**src/hw/rtl/wsfr_pkg.sv**
```systemverilog
package wsfr_pkg;

    // Parse phase of the frame header walker
    typedef enum logic [2:0] {
        PH_HDR0    = 3'd0,
        PH_HDR1    = 3'd1,
        PH_EXTLEN  = 3'd2,
        PH_MASK    = 3'd3,
        PH_PAYLOAD = 3'd4,
        PH_CLOSED  = 3'd5
    } phase_t;

    // Frame opcodes
    localparam logic [3:0] OP_CONT   = 4'h0;
    localparam logic [3:0] OP_TEXT   = 4'h1;
    localparam logic [3:0] OP_BINARY = 4'h2;
    localparam logic [3:0] OP_CLOSE  = 4'h8;
    localparam logic [3:0] OP_PING   = 4'h9;

    // 7-bit length codes that announce an extended length
    localparam logic [6:0] LEN_EXT16 = 7'd126;
    localparam logic [6:0] LEN_EXT64 = 7'd127;

    // Result channels
    localparam logic [1:0] CH_MESSAGE = 2'd0;
    localparam logic [1:0] CH_PING    = 2'd1;
    localparam logic [1:0] CH_CLOSE   = 2'd2;

    localparam int QUEUE_DEPTH = 4;

    // One classified beat between the parser and the output stage
    typedef struct packed {
        logic [7:0] data;
        logic [7:0] key;
        logic       byte_valid;
        logic [1:0] channel;
        logic       is_binary;
        logic       message_end;
        logic       ping_end;
    } entry_t;

endpackage

```
**src/hw/rtl/wsfr_front.sv**
```systemverilog
module wsfr_front (
    input  logic              clk,
    input  logic              rst_n,
    input  logic              in_valid,
    output logic              in_ready,
    input  logic [7:0]        rx_byte,
    input  logic              queue_full,
    output logic              push,
    output wsfr_pkg::entry_t  push_entry
);

    wsfr_pkg::phase_t phase_reg, phase_next;
    logic [3:0]  opcode_reg, opcode_next;
    logic        final_reg, final_next;
    logic        masked_reg, masked_next;
    logic [63:0] remaining_reg, remaining_next;
    logic [2:0]  hdr_count_reg, hdr_count_next;
    logic [31:0] key_reg, key_next;
    logic [1:0]  key_phase_reg, key_phase_next;
    logic        msg_open_reg, msg_open_next;
    logic        msg_binary_reg, msg_binary_next;

    logic        accept;
    logic        kind_data;
    logic        kind_ping;
    logic        emit;
    logic        emit_valid;
    logic        emit_last;
    logic        close_beat;
    logic [7:0]  key_byte;
    logic [6:0]  len7;
    logic [63:0] ext_length;

    assign in_ready = !queue_full;
    assign accept   = in_valid && in_ready;
    assign len7     = rx_byte[6:0];
    assign ext_length = {remaining_reg[55:0], rx_byte};

    assign kind_data = (opcode_reg == wsfr_pkg::OP_TEXT) || (opcode_reg == wsfr_pkg::OP_BINARY)
                       || ((opcode_reg == wsfr_pkg::OP_CONT) && msg_open_reg);
    assign kind_ping = (opcode_reg == wsfr_pkg::OP_PING);

    always_comb
    begin
        unique case (key_phase_reg)
            2'd0:    key_byte = key_reg[31:24];
            2'd1:    key_byte = key_reg[23:16];
            2'd2:    key_byte = key_reg[15:8];
            default: key_byte = key_reg[7:0];
        endcase
    end

    always_comb
    begin
        phase_next      = phase_reg;
        opcode_next     = opcode_reg;
        final_next      = final_reg;
        masked_next     = masked_reg;
        remaining_next  = remaining_reg;
        hdr_count_next  = hdr_count_reg;
        key_next        = key_reg;
        key_phase_next  = key_phase_reg;
        msg_open_next   = msg_open_reg;
        msg_binary_next = msg_binary_reg;
        emit            = 1'b0;
        emit_valid      = 1'b0;
        emit_last       = 1'b0;
        close_beat      = 1'b0;

        unique case (phase_reg)
            wsfr_pkg::PH_HDR0:
            begin
                final_next  = rx_byte[7];
                opcode_next = rx_byte[3:0];
                if (rx_byte[3:0] == wsfr_pkg::OP_TEXT || rx_byte[3:0] == wsfr_pkg::OP_BINARY)
                begin
                    msg_open_next   = 1'b1;
                    msg_binary_next = (rx_byte[3:0] == wsfr_pkg::OP_BINARY);
                end
                phase_next = wsfr_pkg::PH_HDR1;
            end
            wsfr_pkg::PH_HDR1:
            begin
                if (opcode_reg == wsfr_pkg::OP_CLOSE)
                begin
                    close_beat = 1'b1;
                    phase_next = wsfr_pkg::PH_CLOSED;
                end
                else
                begin
                    masked_next    = rx_byte[7];
                    key_next       = '0;
                    key_phase_next = '0;
                    remaining_next = '0;
                    if (len7 == wsfr_pkg::LEN_EXT16)
                    begin
                        hdr_count_next = 3'd1;
                        phase_next     = wsfr_pkg::PH_EXTLEN;
                    end
                    else if (len7 == wsfr_pkg::LEN_EXT64)
                    begin
                        hdr_count_next = 3'd7;
                        phase_next     = wsfr_pkg::PH_EXTLEN;
                    end
                    else
                    begin
                        remaining_next = {57'd0, len7};
                        if (rx_byte[7])
                        begin
                            hdr_count_next = 3'd3;
                            phase_next     = wsfr_pkg::PH_MASK;
                        end
                        else if (len7 == 7'd0)
                        begin
                            emit       = 1'b1;
                            emit_last  = 1'b1;
                            phase_next = wsfr_pkg::PH_HDR0;
                        end
                        else
                        begin
                            phase_next = wsfr_pkg::PH_PAYLOAD;
                        end
                    end
                end
            end
            wsfr_pkg::PH_EXTLEN:
            begin
                remaining_next = ext_length;
                if (hdr_count_reg == 3'd0)
                begin
                    if (masked_reg)
                    begin
                        hdr_count_next = 3'd3;
                        phase_next     = wsfr_pkg::PH_MASK;
                    end
                    else if (ext_length == 64'd0)
                    begin
                        emit       = 1'b1;
                        emit_last  = 1'b1;
                        phase_next = wsfr_pkg::PH_HDR0;
                    end
                    else
                    begin
                        phase_next = wsfr_pkg::PH_PAYLOAD;
                    end
                end
                else
                begin
                    hdr_count_next = hdr_count_reg - 3'd1;
                end
            end
            wsfr_pkg::PH_MASK:
            begin
                key_next = {key_reg[23:0], rx_byte};
                if (hdr_count_reg == 3'd0)
                begin
                    if (remaining_reg == 64'd0)
                    begin
                        emit       = 1'b1;
                        emit_last  = 1'b1;
                        phase_next = wsfr_pkg::PH_HDR0;
                    end
                    else
                    begin
                        phase_next = wsfr_pkg::PH_PAYLOAD;
                    end
                end
                else
                begin
                    hdr_count_next = hdr_count_reg - 3'd1;
                end
            end
            wsfr_pkg::PH_PAYLOAD:
            begin
                key_phase_next = key_phase_reg + 2'd1;
                remaining_next = remaining_reg - 64'd1;
                emit           = 1'b1;
                emit_valid     = 1'b1;
                emit_last      = (remaining_reg == 64'd1);
                if (emit_last)
                begin
                    phase_next = wsfr_pkg::PH_HDR0;
                end
            end
            default:
            begin
                // closed: drop every byte until reset
            end
        endcase

        // a finished data frame with FIN closes the message
        if (emit && kind_data && emit_last && final_reg)
        begin
            msg_open_next = 1'b0;
        end
    end

    always_comb
    begin
        push_entry             = '0;
        push_entry.data        = rx_byte;
        push_entry.key         = masked_reg ? key_byte : 8'd0;
        push_entry.byte_valid  = emit_valid;
        if (close_beat)
        begin
            push_entry.channel    = wsfr_pkg::CH_CLOSE;
            push_entry.byte_valid = 1'b0;
        end
        else if (kind_data)
        begin
            push_entry.channel     = wsfr_pkg::CH_MESSAGE;
            push_entry.is_binary   = msg_binary_reg;
            push_entry.message_end = emit_last && final_reg;
        end
        else
        begin
            push_entry.channel  = wsfr_pkg::CH_PING;
            push_entry.ping_end = emit_last;
        end
    end

    assign push = accept && (close_beat || (emit && (kind_data || kind_ping)));

    always_ff @(posedge clk or negedge rst_n)
    begin
        if (!rst_n)
        begin
            phase_reg      <= wsfr_pkg::PH_HDR0;
            opcode_reg     <= '0;
            final_reg      <= 1'b0;
            masked_reg     <= 1'b0;
            remaining_reg  <= '0;
            hdr_count_reg  <= '0;
            key_reg        <= '0;
            key_phase_reg  <= '0;
            msg_open_reg   <= 1'b0;
            msg_binary_reg <= 1'b0;
        end
        else if (accept)
        begin
            phase_reg      <= phase_next;
            opcode_reg     <= opcode_next;
            final_reg      <= final_next;
            masked_reg     <= masked_next;
            remaining_reg  <= remaining_next;
            hdr_count_reg  <= hdr_count_next;
            key_reg        <= key_next;
            key_phase_reg  <= key_phase_next;
            msg_open_reg   <= msg_open_next;
            msg_binary_reg <= msg_binary_next;
        end
    end

endmodule

```
**src/hw/rtl/wsfr_queue.sv**
```systemverilog
module wsfr_queue #(
    parameter int DEPTH = wsfr_pkg::QUEUE_DEPTH
) (
    input  logic              clk,
    input  logic              rst_n,
    input  logic              push,
    input  wsfr_pkg::entry_t  push_entry,
    output logic              full,
    input  logic              pop,
    output logic              head_valid,
    output wsfr_pkg::entry_t  head_entry
);

    localparam int PtrW = $clog2(DEPTH);
    localparam int CntW = $clog2(DEPTH + 1);

    wsfr_pkg::entry_t mem_reg [DEPTH];
    logic [PtrW-1:0] wr_ptr_reg, wr_ptr_next;
    logic [PtrW-1:0] rd_ptr_reg, rd_ptr_next;
    logic [CntW-1:0] count_reg, count_next;
    logic            do_pop;

    assign full       = (count_reg == CntW'(DEPTH));
    assign head_valid = (count_reg != '0);
    assign head_entry = mem_reg[rd_ptr_reg];
    assign do_pop     = pop && head_valid;

    always_comb
    begin
        wr_ptr_next = wr_ptr_reg;
        rd_ptr_next = rd_ptr_reg;
        count_next  = count_reg;
        if (push)
        begin
            wr_ptr_next = (wr_ptr_reg == PtrW'(DEPTH - 1)) ? '0 : wr_ptr_reg + 1'b1;
        end
        if (do_pop)
        begin
            rd_ptr_next = (rd_ptr_reg == PtrW'(DEPTH - 1)) ? '0 : rd_ptr_reg + 1'b1;
        end
        if (push && !do_pop)
        begin
            count_next = count_reg + 1'b1;
        end
        else if (!push && do_pop)
        begin
            count_next = count_reg - 1'b1;
        end
    end

    always_ff @(posedge clk)
    begin
        if (push)
        begin
            mem_reg[wr_ptr_reg] <= push_entry;
        end
    end

    always_ff @(posedge clk or negedge rst_n)
    begin
        if (!rst_n)
        begin
            wr_ptr_reg <= '0;
            rd_ptr_reg <= '0;
            count_reg  <= '0;
        end
        else
        begin
            wr_ptr_reg <= wr_ptr_next;
            rd_ptr_reg <= rd_ptr_next;
            count_reg  <= count_next;
        end
    end

endmodule

```
**src/hw/rtl/wsfr_back.sv**
```systemverilog
module wsfr_back (
    input  logic              clk,
    input  logic              rst_n,
    input  logic              head_valid,
    input  wsfr_pkg::entry_t  head_entry,
    output logic              pop,
    output logic              out_valid,
    input  logic              out_ready,
    output logic [7:0]        payload_byte,
    output logic              byte_valid,
    output logic [1:0]        channel,
    output logic              is_binary,
    output logic              message_end,
    output logic              ping_end
);

    logic       valid_reg;
    logic [7:0] payload_reg, payload_next;
    logic       byte_valid_reg;
    logic [1:0] channel_reg;
    logic       is_binary_reg;
    logic       message_end_reg;
    logic       ping_end_reg;

    // advance when the output register is empty or being drained
    assign pop = head_valid && (!valid_reg || out_ready);

    // unmask payload beats; markers carry a zero byte
    assign payload_next = head_entry.byte_valid ? (head_entry.data ^ head_entry.key) : 8'd0;

    always_ff @(posedge clk or negedge rst_n)
    begin
        if (!rst_n)
        begin
            valid_reg <= 1'b0;
        end
        else if (!valid_reg || out_ready)
        begin
            valid_reg <= head_valid;
        end
    end

    always_ff @(posedge clk)
    begin
        if (pop)
        begin
            payload_reg     <= payload_next;
            byte_valid_reg  <= head_entry.byte_valid;
            channel_reg     <= head_entry.channel;
            is_binary_reg   <= head_entry.is_binary;
            message_end_reg <= head_entry.message_end;
            ping_end_reg    <= head_entry.ping_end;
        end
    end

    assign out_valid    = valid_reg;
    assign payload_byte = payload_reg;
    assign byte_valid   = byte_valid_reg;
    assign channel      = channel_reg;
    assign is_binary    = is_binary_reg;
    assign message_end  = message_end_reg;
    assign ping_end     = ping_end_reg;

endmodule

```
**src/hw/rtl/websocket_frame_receiver.sv**
```systemverilog
// WebSocket frame receiver: takes one stream byte per cycle on the input channel while
// the queue is not full and emits unmasked payload beats tagged as message data (text or
// binary) or ping payload, one empty-frame marker per zero-length data or ping frame, and
// one close beat when a close frame arrives, after which all further bytes are taken and
// dropped until reset. Every byte passes through the header parser; a beat then passes
// through a queue of QUEUE_DEPTH entries and an output register, so the input keeps taking
// one byte per cycle while the output is stalled until the queue fills. Pong frames, stray
// continuations and unknown opcodes are consumed without output.
module websocket_frame_receiver #(
    parameter int QUEUE_DEPTH = wsfr_pkg::QUEUE_DEPTH
) (
    input  logic       clk,
    input  logic       rst_n,
    input  logic       in_valid,
    output logic       in_ready,
    input  logic [7:0] rx_byte,
    output logic       out_valid,
    input  logic       out_ready,
    output logic [7:0] payload_byte,
    output logic       byte_valid,
    output logic [1:0] channel,
    output logic       is_binary,
    output logic       message_end,
    output logic       ping_end
);

    logic             push;
    logic             queue_full;
    logic             pop;
    logic             head_valid;
    wsfr_pkg::entry_t push_entry;
    wsfr_pkg::entry_t head_entry;

    wsfr_front u_front (
        .clk        (clk),
        .rst_n      (rst_n),
        .in_valid   (in_valid),
        .in_ready   (in_ready),
        .rx_byte    (rx_byte),
        .queue_full (queue_full),
        .push       (push),
        .push_entry (push_entry)
    );

    wsfr_queue #(
        .DEPTH (QUEUE_DEPTH)
    ) u_queue (
        .clk        (clk),
        .rst_n      (rst_n),
        .push       (push),
        .push_entry (push_entry),
        .full       (queue_full),
        .pop        (pop),
        .head_valid (head_valid),
        .head_entry (head_entry)
    );

    wsfr_back u_back (
        .clk          (clk),
        .rst_n        (rst_n),
        .head_valid   (head_valid),
        .head_entry   (head_entry),
        .pop          (pop),
        .out_valid    (out_valid),
        .out_ready    (out_ready),
        .payload_byte (payload_byte),
        .byte_valid   (byte_valid),
        .channel      (channel),
        .is_binary    (is_binary),
        .message_end  (message_end),
        .ping_end     (ping_end)
    );

endmodule
```
**config.mk**
```make
export PLATFORM = sky130hd
export DESIGN_NAME = websocket_frame_receiver
export DESIGN_NICKNAME = d
export VERILOG_FILES = /design/src/hw/rtl/wsfr_pkg.sv /design/src/hw/rtl/wsfr_front.sv /design/src/hw/rtl/wsfr_queue.sv /design/src/hw/rtl/wsfr_back.sv /design/src/hw/rtl/websocket_frame_receiver.sv
export SDC_FILE = /design/constraint.sdc
export NUM_CORES = 1
export LEC_CHECK = 0
export BUFFER_PORTS_ARGS = -buffer_cell sky130_fd_sc_hd__buf_2
export CAP_MARGIN = 20
export CORE_MARGIN = 1.5
export CORE_UTILIZATION = 45
export CTS_BUF_LIST = sky130_fd_sc_hd__clkbuf_2
export CTS_CLUSTER_DIAMETER = 30
export DETAILED_ROUTE_END_ITERATION = 6
export GPL_TIMING_DRIVEN = 0
export HOLD_SLACK_MARGIN = 0.02
export MAX_ROUTING_LAYER = met4
export PLACE_DENSITY = 0.68
export RECOVER_POWER = 100
export SKIP_LAST_GASP = 1
export SYNTH_ARGS = -nofsm -noshare
export SYNTH_HDL_FRONTEND = slang
export SYNTH_SLANG_ARGS = --single-unit
```
**constraint.sdc**
```tcl
create_clock -name clk -period 6.6 [get_ports clk]
set_input_delay 0.66 -clock clk [delete_from_list [all_inputs] [get_ports clk]]
set_output_delay 0.66 -clock clk [all_outputs]
set_load 0.02 [all_outputs]
```
==> results.py <==
metrics = {
    "finish": {
        "layout.filler_cells": 2204,
        "finish.utilization_pct": 50.9,
        "nets": 1105,
        "multi_input_comb_area_sq_um": 4510,
        "sequential_cell_area_sq_um": 6070,
        "layout-drive-gt1-share_pct": 12.9,
        "flip_flop_count_of_the_largest_register_after_layout": 88,
        "area_delta_synth_final_pct": 10.4,
    },
    "clock_tree": {
        "cts_made_buffers": 60,
        "clockRootBuffer": "clkbuf_2",
        "tritoncts_num_sinks": 222,
        "tritoncts_clock_tree": "built",
        "clock_latency_ps": 900,
        "cts_max_level": 2,
        "cts.path.max_buffers": 3,
        "worst_setup_hold_path_clk_slew_ps": 110,
        "post_cts.resized_instances": 0,
    },
    "timing": {
        "finalHoldViolCount": 0,
        "post-route-min-period_ps": 4800,
        "setup-tns-final_ps": 0,
        "layout_worst_path_cycle_share_pct": 72.7,
        "max_clock_freq_ghz": 0.208,
        "rsz_0062_raised_after_global_routing": "no",
        "maxSlewHeadroom_pct": -65.9,
        "clock_skew_ps": 85.2,
        "timing.final.ws_setup_ps": 1800,
        "setup-violations-final": 0,
        "worstMarginPinSlew_ps": 2490,
        "count_of_pins_over_their_slew_limit": 96,
    },
    "synth": {
        "yosys_warnings": 0,
        "synthDominantAreaCellType": "edfxtp_1",
        "synthesis.area_sq_um": 10900,
        "synthesis.area_per_instance_sq_um": 11.2,
        "ys_async_sr_fraction_pct": 54.1,
        "synth_area_leaders": "edfxtp_1, dfrtp_1, o21ai_0",
        "synthFlopType": "dfrtp_1",
        "synthDominantCellAreaShare_pct": 28.0,
        "yosys-top-cells-count": "dfrtp_1, edfxtp_1, o21ai_0",
        "netlist_instances": 976,
        "synth_edf_count": 102,
        "synth_most_common_cell": "dfrtp_1",
        "ys_seq_elements": 222,
        "post_synthesis_net_count": 1004,
        "synth_cell_types": 78,
        "synth_sequential_area_ratio_pct": 55.5,
    },
    "die": {
        "floorplan.die_area_sq_um": 25200,
        "rows": 56,
        "boundaryPins": 28,
        "die-width_microns": 159,
        "floorplan.initialDensity_pct": 46.2,
        "core_area_sq_um": 23700,
        "die_h_microns": 159,
    },
    "grt": {
        "antenna_found_initial": 1,
        "grt_start_max_net_pins": 96,
        "first_global_vias": 8599,
        "grt_usage_pct": 23.7,
        "grt_pass1_wl_microns": 46400,
        "globalRoute.totalOverflow": 0,
    },
    "power": {
        "power-per-cell-area_nw_per_um2": 413,
        "total_leakage_power_nw": 4.60,
        "vdd_drop_max_mv": 0.205,
    },
    "setup_path": {
        "critical_path.reg2reg.startpoint": "u_front.remaining_reg[39]$_DFFE_PN0P_",
        "setup.worst_path.start": "u_front.remaining_reg[39]$_DFFE_PN0P_",
        "critical_path.startpoint_type": "flop",
        "critical_path.endpoint_type": "flop",
        "cp_data_required_time_ps": 7070,
        "worst-endpoint-arrival_ps": 5270,
        "timing.critical_path.fanout_max": 14,
        "worstSetupPathType": "reg -> reg",
    },
    "run": {
        "drv.max_cap_violation_count": 1,
    },
    "place": {
        "half_perimeter_wire_length_of_the_detailed_placement_result_microns": 19100,
        "io_buffers": 27,
        "pre_cts_slack_ps": 2680,
        "gpl.final_weighted_congestion": 0.954,
    },
    "routing": {
        "route.detailed.vias_per_inst": 6.09,
        "wl_per_cell_microns": 20.3,
        "vias": 8805,
        "detailedRoute.firstPassIterationCount": 6,
        "drt_drc_violations_left": 0,
        "routed_wirelength_microns": 29300,
        "detailedRoute.firstIterationViolations": 1049,
        "detail-route-antenna-nets": 0,
    },
    "status": {
        "status": "complete, but fails checks",
        "failed_checks": "capacitance limit, slew limit",
    },
    "hold_path": {
        "timing.hold.worst.class": "in -> reg",
        "timing.hold.worst.start": "rx_byte[5]",
    },
}
## area by class of cell
type,count,area share (%)
Antenna cell,1,0.0207
Buffer,62,2.02
Clock buffer,87,3.61
Clock inverter,24,1.25
Inverter,18,0.560
Multi-Input combinational cell,674,37.4
Sequential cell,222,50.3
Tap cell,319,3.31
Timing Repair Buffer,39,1.53
## metrics by stage
stage	total power [mW]	hold slack, ps	std cells	instance area, sq um
6_report	4.99	259	1446	12100
5_1_grt	5.31	164	1446	12100
4_1_cts	5.00	54.0	1441	12200
3_5_place_dp	3.99	473	1325	11500
3_3_place_gp	3.95	468	1322	11500
2_1_floorplan	3.36	364	976	10900
## worst max-delay path: stages, from the launching register on
cell and delay, ps:
dfrtp_1 370, clkbuf_1 270, nor3_1 590, nand2_1 210, nor4_1 710, o2111ai_2 260, a31oi_1 620, and2_0 640
clkbuf_1 750
## where the power goes
part | switching, mW | total [mW] | leakage (nW) | internal (mW)
logic | 1.32 | 1.98 | 1.63 | 0.652
registers | 0.240 | 2.00 | 2.53 | 1.76
clock network | 0.606 | 1.02 | 0.435 | 0.410
## cells by family after synthesis
logic type / after synthesis / share of synthesized area (%)
mux: 26 / 4.07
fa+ha+maj: 16 / 1.90
simple gates: 316 / 15.2
flops: 222 / 55.5
compound gates: 280 / 17.6
buf+inv: 80 / 2.88
xor+xnor: 36 / 2.88
## final timing paths
kind                                                               to  slack (ps)  cells after the start
worst max-delay path                  u_queue.mem_reg[0][3]$_DFFE_PP_        1800                      8
worst min-delay path                 u_queue.mem_reg[1][19]$_DFFE_PP_         260                      1
worst max register to register        u_queue.mem_reg[0][3]$_DFFE_PP_        1800                      8
worst min register to register       u_front.msg_open_reg$_DFFE_PN0P_         430                      1
max in group asynchronous       u_front.remaining_reg[58]$_DFFE_PN0P_        2790                      3
min in group asynchronous             u_front.key_reg[25]$_DFFE_PN0P_         610                      2
## per-layer routing
layer	wire [microns]	vias up	global-route usage [%]	part of all wire (%)
li1	-	4003	-	-
met1	12600	4270	31.7	43
met2	13400	457	36.3	46
met3	2520	75	4.60	8.6
met4	777	0	8.19	2.6
met5	0	-	-	0
## cell usage in the layout, fill, tap and decap left out, types with 34 or more instances in the layout
cell | netlist | routed
a21oi_1 | 41 | 41
a22o_1 | 34 | 34
clkbuf_1 | 52 | 87
clkbuf_2 | 0 | 88
dfrtp_1 | 120 | 120
edfxtp_1 | 102 | 102
nand2_1 | 62 | 62
nor2_1 | 79 | 79
nor3_1 | 34 | 36
o21ai_0 | 91 | 93
## what timing repair did
item,in CTS,in global routing
buffers inserted,0,0
endpoints found under the setup margin,0,0
endpoints found under the hold margin,82,0
hold buffers,5,0
Note: power is estimated with default switching activity, not from simulation.
